`src/rtl/core/ptsd_pkg.sv`:
```
`timescale 1ns / 1ps
`default_nettype none
package ptsd_pkg;

    // output width and radicand width of the root
    localparam int DIST_BITS = 25;
    localparam int ROOT_BITS = 2 * DIST_BITS;

    // register stages ahead of the divider
    localparam int FRONT_STAGES = 7;

    // start to strobe, in cycles
    localparam int PTSD_LATENCY = FRONT_STAGES + ROOT_BITS + DIST_BITS + 1;

    typedef struct packed {
        logic valid;
        logic ep;   // endpoint case
        logic sat;  // distance overflows the output
    } t_tag;

endpackage
`default_nettype wire

```
`src/rtl/core/ptsd_sqrt_stage.sv`:
```
`timescale 1ns / 1ps
`default_nettype none
module ptsd_sqrt_stage #(
    parameter int BIT = 0
) (
    input  wire logic                            i_clk,
    input  wire logic                            i_rst_n,
    input  wire logic [ptsd_pkg::ROOT_BITS:0]    i_rem,
    input  wire logic [ptsd_pkg::DIST_BITS-1:0]  i_res,
    input  wire ptsd_pkg::t_tag                  i_tag,
    output logic      [ptsd_pkg::ROOT_BITS:0]    o_rem,
    output logic      [ptsd_pkg::DIST_BITS-1:0]  o_res,
    output ptsd_pkg::t_tag                       o_tag
);
    import ptsd_pkg::*;

    localparam int WRT = ROOT_BITS + 1;

    logic [WRT-1:0] trial;
    logic           ge;

    // rem holds x - res^2; try setting this bit of the root
    always_comb begin
        trial = (WRT'(i_res) << (BIT + 1)) + (WRT'(1) << (2 * BIT));
        ge    = i_rem >= trial;
    end

    always_ff @(posedge i_clk) begin
        if (!i_rst_n) begin
            o_tag <= '0;
        end else begin
            o_tag <= i_tag;
        end
        o_rem <= ge ? (i_rem - trial) : i_rem;
        o_res <= i_res | (DIST_BITS'(ge) << BIT);
    end

endmodule
`default_nettype wire

```
`config.mk`:
```
export PLATFORM = sky130hd
export DESIGN_NAME = ptsd_sqrt_stage
export DESIGN_NICKNAME = d
export VERILOG_FILES = /design/src/rtl/core/ptsd_pkg.sv /design/src/rtl/core/ptsd_sqrt_stage.sv
export SDC_FILE = /design/constraint.sdc
export NUM_CORES = 1
export LEC_CHECK = 0
export ABC_AREA = 0
export BUFFER_PORTS_ARGS = -buffer_cell sky130_fd_sc_hd__buf_2
export CAP_MARGIN = 25
export CORE_MARGIN = 2
export CORE_UTILIZATION = 49
export CTS_CLUSTER_DIAMETER = 80
export DETAILED_ROUTE_END_ITERATION = 8
export GPL_TIMING_DRIVEN = 0
export PLACE_DENSITY = 0.81
export SLEW_MARGIN = 20
export SYNTH_ARGS = -nofsm -noshare
export SYNTH_HDL_FRONTEND = slang
export SYNTH_SLANG_ARGS = --single-unit
```
`constraint.sdc`:
```
create_clock -name i_clk -period 3.4 [get_ports i_clk]
set_input_delay 0.51 -clock i_clk [delete_from_list [all_inputs] [get_ports i_clk]]
set_output_delay 0.51 -clock i_clk [all_outputs]
set_load 0.02 [all_outputs]
```
After elaboration in Yosys (flattened, before gate mapping)
Cells that the tools add are included.
{"block": "word_totals", "ff_bits": 79, "input_bits": 81, "output_inout_bits": 79, "elab_cells": 10}
{"block": "classes", "addsub": 2, "magnitude_cmp": 1, "mux": 1, "bitwise": 1}
{"operator": "$ge 51x27->1", "n": 1}
{"operator": "$mux 51", "n": 1}
{"operator": "$sub 51x27->51", "n": 1}
{"operator": "$add 26x1->27 const B", "n": 1}
{"operator": "$or 25x1->25", "n": 1}

Depth between registers and ports, before layout
{"block": "logic_depth", "ltp_word": 3, "mapped_depth": 12, "mapped_depth_nobuf": 10}

Worst setup path before layout
No wires, ideal clock.
{"block": "synth_path", "kind": "input to register", "startpoint": "input port i_res[0] (netlist bit)", "endpoint": "register o_rem[33] (netlist bit)", "arrival_time_ns": 2.894, "t_required_ns": 3.328, "slack_ns": 0.434, "cell_stages": 11, "n_path_buf": 1, "path_cell_list": "inv_1 -> ha_1 -> a211oi_1 -> o21ai_0 -> a31o_2 -> a211o_1 -> o21ai_1 -> o22ai_1 -> clkbuf_1 -> nor4_2 -> xor2_1"}
{"block": "synth_via", "elab_chain_cells": 3, "elab_cells_between_ends": 4, "classes_between": "2 x add/sub; 1 x order compare; 1 x mux"}
{"item": "from (decl)", "line": "ptsd_sqrt_stage.sv:9", "rtl": "input wire logic [ptsd_pkg::DIST_BITS-1:0] i_res,"}
{"item": "$add 26x1->27 *", "line": "ptsd_sqrt_stage.sv:24", "rtl": "trial = (WRT'(i_res) << (BIT + 1)) + (WRT'(1) << (2 * BIT));"}
{"item": "$sub 51x27->51 or $ge 51x27->1 (tied branches)", "line": "ptsd_sqrt_stage.sv:34, ptsd_sqrt_stage.sv:25"}
{"item": "$mux 51 *", "line": "ptsd_sqrt_stage.sv:34", "rtl": "o_rem <= ge ? (i_rem - trial) : i_rem;"}
{"item": "to (signal assigned)", "line": "ptsd_sqrt_stage.sv:34"}
{"item": "to (decl)", "line": "ptsd_sqrt_stage.sv:11", "rtl": "output logic [ptsd_pkg::ROOT_BITS:0] o_rem,"}
Every way passes the cells marked *; elsewhere a longest branch is shown, timed or not.
A chain may end at the register's enable or synchronous reset.

Final worst setup path
{"block": "layout_path", "startpoint": "input port i_res[0] (netlist bit)", "endpoint": "register o_rem[49] (netlist bit)"}
The elaborated chain is that of the path after synthesis.

==> results.ini <==
[outcome]
status = finished, final reports clean

[worst_setup_path]
worstPathRequired_ns = 3.69
worstSetupPathType = in -> reg
end_kind = register
worstSetupStartpointType = input pin
crit_chain = buf_2 > inv_1 > ha_1 > a211oi_1 > o21ai_0 > a31o_2 > a211o_1 > o21ai_1 > o22ai_1 > clkbuf_2 > nor4_2 > xor2_1
crit_arrival_ns = 3.39
crit_slowest_cell = a211oi_1
worstPathMaxFanout = 10
critPathMaxStageDelay_ns = 0.36

[cts]
root_buffer = clkbuf_8
clk_pin_slew_worst_paths_ns = 0.09
clockBufferDepth = 2
htree_levels = 3
ctsResizeCount = 0
clock-sinks = 79
cts_tree = done
post_cts_buffers = 0
cts_hold_buffers = 0
cts_buffers = 9

[placed_design]
io_buffers = 158
gp_congestion = 0.8821
placed_area_sq_mm = 0.004967
dp_hpwl_mm = 8.373

[run]
max_cap_violations = 0

[detailed_routing]
viasPerCell = 5.320
drt_iter0_markers = 137
drc = 0
vias = 3889
wl_per_cell_um = 14.29
routed_wl_mm = 10.45
postRouteAntennaNets = 0
first_pass_iters = 4

[sta]
slew_headroom = 0.5140
setup_viol = 0
clock.fmax_mhz = 322.8
tightest_slew_ns = 0.7214
hold_viol_final = 0
slew_viol_final = 0
finalCriticalPeriod_ns = 3.098
fin_crit_sh = 0.9111
rsz0062_at_grt = no

[grt]
grt_overflow_total = 0
grt_pass1_wl_mm = 16.27
antenna_found_initial = 0
grt_pass1_vias = 3710
grt_max_degree = 15
grt_usage = 0.2290

[synth]
syn_area_sq_mm = 0.004045
ys_seq_area_frac = 0.3910
async_flop_share = 0
yosysWarnings = 0
synth-main-ff-cell = dfxtp_1
synth_seq_cells = 79
yosysTopAreaCellShare = 0.3910
synth_top_area_cell = dfxtp_1
synth.distinct_cells = 56
netlist_instances = 452
syn_avg_cell_area_sq_um = 8.949
synth_area_leaders = dfxtp_1 39%, ha_1 8.0%, xor2_1 6.1%, nand2_1 4.5%, xnor2_1 4.1%
syn_nets = 560
synth_edf_count = 0

[floorplanning]
core-area_sq_mm = 0.008093
die_h_um = 94.86
io-pin-count = 160
initial_core_util = 0.4998
row_count = 33
die_area_sq_mm = 0.008998
die_x_um = 94.86

[pwr]
powerDensity_mw_per_mm2 = 481.1
p_leak_uw = 0.002466
total_power_uw = 2502
max-vdd-ir-drop_mv = 0.3099

[layout]
area_growth_pct = 28.55
diodes = 0
drive_gt1_frac = 0.3307
final_cell_mix = 163 x buf_2, 79 x dfxtp_1, 48 x nand2_1
layout.cells.most_common = buf_2
fillers = 714
final_cell_area_sq_mm = 0.005200
nNetsFinal = 729

[min_path]
hp-class = in -> reg

final timing paths:
check,endpoint,from,slack [ns],depth (start not counted)
worst max-delay path,o_rem[49],i_res[0],0.30,12
worst min-delay path,o_res[5],i_res[5],0.26,1
registers in the layout, indices dropped and copies added (netlist names):
| register | count |
|---|---|
| o_res | 25 |
| o_tag | 3 |
| o_rem | 51 |
power breakdown:
| part | total [uW] | switching, uW | internal (uW) |
|---|---|---|---|
| Clock | 774 | 358 | 416 |
| Combinational | 676 | 421 | 255 |
| Sequential | 1050 | 23.1 | 1030 |
synth_stat cells (all sizes together) (2+ instances only):
master,instances
nand4,6
a211o,2
dfxtp,79
xor2,28
xnor2,19
and3,5
a31oi,3
a31o,2
o21a,5
a211oi,2
o211ai,3
or4,4
nand2,48
buf,8
a21o,10
nor4,9
inv,32
o22ai,2
nor2b,2
a221oi,2
clkbuf,8
nand3,8
a21oi,27
ha,26
nor3,15
nor4b,2
o21bai,4
o21ai,40
and2,3
nor2,18
nor3b,2
or3,10
nand2b,3
o2bb2ai,3
metal layers:
metal / routed length (um) / share of wire / GRT usage / vias up
met5: 0 / 0 / 0 / -
met4: 148 / 0.014 / 0.07005 / 0
met3: 902 / 0.086 / 0.05986 / 16
met2: 5239 / 0.50 / 0.4255 / 147
met1: 4156 / 0.40 / 0.2533 / 1800
li1: - / - / - / 1926
area by class of cell:
class | instances | area, sq um | area share
sequential | 79 | 1582 | 0.3041
clock buffer | 9 | 123.9 | 0.02382
clock inverter | 7 | 96.34 | 0.01853
timing repair buffer | 158 | 790.8 | 0.1521
inverter | 32 | 120.1 | 0.02310
buffer | 16 | 86.33 | 0.01660
multi-input combinational | 325 | 2270 | 0.4365
tap | 105 | 131.4 | 0.02526
cell families after synthesis:
group,Yosys count,share of synthesized area
muxes,1,0.002784
AOI/OAI and AO/OA,112,0.1779
and+or+nand+nor,138,0.1905
xor gates and xnor gates,47,0.1018
adders and majority gates,27,0.08537
buffers and inverters,48,0.05073
DFF,79,0.3910
worst max-delay path, delay by kind of cell:
| kind | cells | cell delay, ns |
|---|---|---|
| xor gates and xnor gates | 1 | 0.16 |
| AOI/OAI and AO/OA | 6 | 1.66 |
| and+or+nand+nor | 1 | 0.31 |
| buffers and inverters | 3 | 0.47 |
| adders and majority gates | 1 | 0.27 |
through the flow:
stage                       util  setup WS [ns]  TNS (ns)  hold WS [ns]  instances
after CTS                 0.6410         0.1663         0        0.2556        731
after global routing      0.6425         0.1041         0        0.2483        731
after floorplan                -         0.4342         0        0.5377        452
after detailed placement  0.6138        -0.1891    -2.191        0.6295        715
after global placement    0.6138        -0.1137   -0.9913        0.6274        715
final                     0.6425         0.3023         0        0.2584        731
Note: power is estimated with default switching activity, not from simulation.
