**src/rtl/core/ptsd_pkg.sv**
```systemverilog
`timescale 1ns / 1ps
`default_nettype none
package ptsd_pkg;

    // output width and radicand width of the root
    localparam int DIST_BITS = 25;
    localparam int ROOT_BITS = 2 * DIST_BITS;

    // register stages ahead of the divider
    localparam int FRONT_STAGES = 7;

    // start to strobe, in cycles
    localparam int PTSD_LATENCY = FRONT_STAGES + ROOT_BITS + DIST_BITS + 1;

    typedef struct packed {
        logic valid;
        logic ep;   // endpoint case
        logic sat;  // distance overflows the output
    } t_tag;

endpackage
`default_nettype wire

```
**src/rtl/core/ptsd_div_stage.sv**
```systemverilog
`timescale 1ns / 1ps
`default_nettype none
module ptsd_div_stage #(
    parameter int W_REM = 80,
    parameter int W_DEN = 33,
    parameter int BIT   = 0
) (
    input  wire logic                          i_clk,
    input  wire logic                          i_rst_n,
    input  wire logic [W_REM-1:0]              i_rem,
    input  wire logic [W_DEN-1:0]              i_den,
    input  wire logic [ptsd_pkg::ROOT_BITS-1:0] i_quo,
    input  wire ptsd_pkg::t_tag                i_tag,
    output logic      [W_REM-1:0]              o_rem,
    output logic      [W_DEN-1:0]              o_den,
    output logic      [ptsd_pkg::ROOT_BITS-1:0] o_quo,
    output ptsd_pkg::t_tag                     o_tag
);
    import ptsd_pkg::*;

    logic [W_REM-1:0] trial;
    logic             ge;

    // restoring step for one quotient bit
    always_comb begin
        trial = W_REM'(i_den) << BIT;
        ge    = i_rem >= trial;
    end

    always_ff @(posedge i_clk) begin
        if (!i_rst_n) begin
            o_tag <= '0;
        end else begin
            o_tag <= i_tag;
        end
        o_rem <= ge ? (i_rem - trial) : i_rem;
        o_den <= i_den;
        o_quo <= i_quo | (ROOT_BITS'(ge) << BIT);
    end

endmodule
`default_nettype wire

```
**config.mk**
```make
export PLATFORM = sky130hd
export DESIGN_NAME = ptsd_div_stage
export DESIGN_NICKNAME = d
export VERILOG_FILES = /design/src/rtl/core/ptsd_pkg.sv /design/src/rtl/core/ptsd_div_stage.sv
export SDC_FILE = /design/constraint.sdc
export NUM_CORES = 1
export LEC_CHECK = 0
export ABC_AREA = 1
export BUFFER_PORTS_ARGS = -buffer_cell sky130_fd_sc_hd__buf_2
export CAP_MARGIN = 0
export CORE_MARGIN = 1
export CORE_UTILIZATION = 30
export DETAILED_ROUTE_END_ITERATION = 10
export MAX_ROUTING_LAYER = met4
export SLEW_MARGIN = 20
export SYNTH_ARGS = -nofsm -noshare
export SYNTH_HDL_FRONTEND = slang
export SYNTH_SLANG_ARGS = --single-unit
```
**constraint.sdc**
```tcl
create_clock -name i_clk -period 2.05 [get_ports i_clk]
set_input_delay 0.1025 -clock i_clk [delete_from_list [all_inputs] [get_ports i_clk]]
set_output_delay 0.1025 -clock i_clk [all_outputs]
set_load 0.01 [all_outputs]
```
Word-level counts from Yosys, hierarchy flattened
Cells that the tools add are included.

storage, ports and cells
  flip-flop bits (word level) = 166
  input bits = 168
  output and inout port bits = 166
  logic and storage cells = 10

operators by class
  add/subtract/negate cells = 1
  magnitude comparators = 1
  mux-type cells = 1
  bitwise logic cells = 1

operator list
  cell                                          count
  greater-or-equal comparator 80 x 33 -> 1 bit  1
  two-way mux 80 bit                            1
  subtractor 80 x 33 -> 80 bit                  1
  bitwise OR 50 x 1 -> 50 bit                   1

Logic depth before layout (Yosys ltp)
  word-level depth = 2
  mapped depth = 18
  gate-level depth less buffers = 17

Worst setup path before layout
No wires, ideal clock.

  path kind = in2reg
  start = input i_rem[0]
  end = register o_rem[59]
  setup time = 0.066 ns
  arrival = 1.930 ns
  required time = 1.984 ns
  slack = 0.054 ns
  cell stages on the path = 18
  path buffers = 2
  cells stage by stage = inv_1 ha_1 fa_1 inv_1 nand3_1 nand3_2 nand2_1 nand2_2 nand2_1 nand2_2 nand2_1 nand2_2 nand2_2 nand3_4 inv_4 buf_6 buf_6 a21oi_2

between the ends
  word-level cells in the longest chain between the ends = 2
  elaborated cells on any way between the ends = 3
  classes of those cells = add/sub (1); order compare (1); mux (1)

RTL lines
  element                                                                                       RTL line                                    source
  from (decl)                                                                                   ptsd_div_stage.sv:10                        input wire logic [W_REM-1:0] i_rem,
  subtractor 80 x 33 -> 80 bit or greater-or-equal comparator 80 x 33 -> 1 bit (tied branches)  ptsd_div_stage.sv:36, ptsd_div_stage.sv:27
  two-way mux 80 bit *                                                                          ptsd_div_stage.sv:36                        o_rem <= ge ? (i_rem - trial) : i_rem;
  to (signal assigned)                                                                          ptsd_div_stage.sv:36
  to (decl)                                                                                     ptsd_div_stage.sv:14                        output logic [W_REM-1:0] o_rem,

Mark *: on every way between the ends. The rest lies on a longest branch, timed or not.
A chain may end at the register's enable or synchronous reset.

Worst setup path after layout
  start = input i_rem[59]
  end = register o_quo[0] in the netlist's numbering

between the ends
  word-level cells in the longest chain between the ends = 2

RTL lines
  element                                       RTL line              source
  greater-or-equal comparator 80 x 33 -> 1 bit  ptsd_div_stage.sv:27  ge = i_rem >= trial;
  bitwise OR 50 x 1 -> 50 bit                   ptsd_div_stage.sv:38  o_quo <= i_quo | (ROOT_BITS'(ge) << BIT);
  to (signal assigned)                          ptsd_div_stage.sv:38
  to (decl)                                     ptsd_div_stage.sv:16  output logic [ptsd_pkg::ROOT_BITS-1:0] o_quo,

Every way passes these cells.

==> summary.txt <==
Global route
  • Overflow after GRT: 0
  • Vias in the first global route: 10900
  • Initial antenna violation count: 0
  • First-pass GRT wire length: 57700 µm
  • Gr usage total: 0.257
  • Pin count of the biggest net entering global routing: 27

Worst setup path
  • Slowest stage delay, CP: 0.55 ns
  • Most Frequent Cell on Critical Path: nor2_1
  • Critical path type: input pin to flop
  • Crit-path max FO: 20
  • Critical Path AT: 2.35 ns
  • CP max stage cell: dlygate4sd3_1
  • CP required: 2.39 ns
  • CP cell instances: dlygate4sd3_1, buf_2, nor2_1, nand2_1, nor2_1, nand3_1, nor2_2, nand3_4, buf_12, or2_2
  • CP Launch Type: input pin
  • Setup crit end kind: flop

Timing
  • Final slew viol count: 0
  • Fin crit share: 0.977
  • Worst-Margin Slew: 0.429 ns
  • Endpoints failing setup: 0
  • Fin crit period: 2.00 ns
  • Max Clk Rate: 499 MHz
  • Hold Vio Cnt, Final: 0
  • Smallest hold slack: 0.00316 ns
  • Worst slew margin: 0.712

Finish
  • Finished Layout Cells: 2438
  • Total Nets Final: 2243
  • N_diodes: 0
  • Share of layout cells above drive strength 1: 0.270
  • Final non-filler cell area: 14400 µm²
  • Area growth syn-to-layout: 60.9%

Synthesis
  • Mapped Avg Cell Area: 6.40 µm²
  • Synth Cell Area: 8940 µm²
  • Synth Net Count: 1598
  • YS warnings: 0
  • Number of cells produced by synthesis: 1396
  • Register area share after synthesis: 0.372
  • Yosys reg bits: 166
  • Post-synth cell types: 28

Drt
  • Vias: 10800
  • Vias/cell: 4.42
  • Antenna Nets Post-Route: 0
  • Mean routed wirelength per cell: 15.6 µm
  • Drt initial violations: 657
  • Drt total wl: 38000 µm
  • First-pass DRT Iterations: 5
  • # DRC: 0

Min path
  • Hold Crit Class: input pin to flop

Die
  • Die Ht: 175 µm
  • Die width: 175 µm
  • Die footprint: 30500 µm²
  • Cell row count: 62
  • Core Region: 29000 µm²
  • Initial Util: 0.308
  • Ports: 334

Pwr
  • Total chip power: 9.31 mW
  • Power per cell area: 647 nW/µm²
  • Max VDD drop: 0.000518 V
  • P_leak: 7.67 nW

Place
  • Placed inst area: 12100 µm²
  • DP Cell Count: 2238
  • Post-DP HPWL: 30600 µm
  • IO Port Bufs: 333
  • GP Congestion: 0.939

Clock network
  • # clock sinks: 166
  • CTS H-tree depth: 4
  • Clk root buf: clkbuf_16
  • CTS tree: built
  • Clk slew on worst S/H paths: 0.07 ns
  • Worst-case clock buffer depth: 2
  • TritonCTS buffer count: 17

Run
  • Max_cap viols: 0

Status
  • Run status: completed
power by group:
| part | switching, mW | internal [mW] |
|---|---|---|
| combinational | 1.30 | 1.12 |
| sequential | 0.0840 | 3.52 |
| clock | 1.45 | 1.85 |
sequential cells by signal (all words and copies together), names as in the netlist:
signal	flops
o_den	33
o_quo	50
o_rem	80
o_tag	3
logic make-up (layout without fill, tap and decap cells):
kind of cell | count (synthesis) | after routing | synth area share
AOI/OAI and AO/OA | 81 | 81 | 0.0543
xor gates and xnor gates | 31 | 31 | 0.0304
adders and majority gates | 34 | 34 | 0.0484
buffers and inverters | 257 | 915 | 0.112
DFF | 166 | 166 | 0.372
and+or+nand+nor | 827 | 827 | 0.383
placed cells by master (no fill, tap or decap), types with 3 or more instances in the layout:
master         instances
clkinv_2               3
nand3b_1              24
clkbuf_16             17
inv_1                234
nand2_1              528
dfxtp_1              166
nand4_1               34
nor4_1                 3
dlygate4sd3_1        168
buf_2                333
a21oi_1               53
nand3_1               40
o21ai_0                5
a21oi_2               21
inv_2                 11
buf_12                 4
ha_1                  33
nor2_1               152
xor2_1                29
nand2_2                7
nor3_1                23
buf_4                130
nor2_2                10
inv_6                  6
layout make-up:
class                           instances  area [µm²]
Inverter                              246         928
Tap cell                              384         480
Fill cell                            2967       14600
Sequential cell                       166        3320
Clock inverter                         13         145
Multi-Input combinational cell        973        4640
Clock buffer                           19         443
Timing Repair Buffer                  637        4430
worst paths after layout:
check                      from        end  cells past startpoint
worst max-delay path  i_rem[59]   o_quo[0]                     10
worst min-delay path  i_rem[45]  o_rem[45]                      3
cell usage after synthesis, drive strengths merged:
cell type | count | share of area
a21o | 1 | 0.00084
xnor2 | 2 | 0.0020
buf | 11 | 0.0083
and2 | 1 | 0.00070
o21a | 1 | 0.00084
ha | 33 | 0.046
nor2 | 162 | 0.070
o21ai | 5 | 0.0028
nand3b | 24 | 0.020
inv | 246 | 0.10
xor2 | 29 | 0.028
nor4 | 3 | 0.0021
nor3 | 24 | 0.013
nand4 | 34 | 0.024
nand3 | 42 | 0.025
a21oi | 74 | 0.050
or2 | 2 | 0.0014
dfxtp | 166 | 0.37
nand2 | 535 | 0.23
fa | 1 | 0.0022
per-stage QoR:
stage	utilization	setup TNS (ns)	worst slack (ns)
after floorplan	-	0	0.0539
after global placement	0.417	-8.35	-0.194
after detailed placement	0.417	-11.78	-0.230
after CTS	0.495	0	0.0117
after global routing	0.496	-0.00437	-0.00437
final	0.496	0	0.0474
repair_timing:
| action | 4_1_cts | 5_1_grt |
|---|---|---|
| setup endpoints to repair | 0 | 52 |
| hold endpoints to repair | 165 | 0 |
| buffers inserted | 0 | 0 |
| hold buffers | 168 | 0 |
| resized for setup | 0 | 9 |
worst max-delay path: cells and delay by family:
kind                   cells  cell delay (ns)
and+or+nand+nor            7             1.34
buffers and inverters      3             0.88
layer usage:
metal	track usage	vias to the layer above	share of wire	wire length, µm
met2	0.432	352	0.47	17900
met1	0.309	4806	0.44	16700
li1	-	5557	-	-
met5	-	-	0	0
met3	0.0405	54	0.059	2230
met4	0.0975	0	0.028	1080
Power figures use the tool's default switching activity.
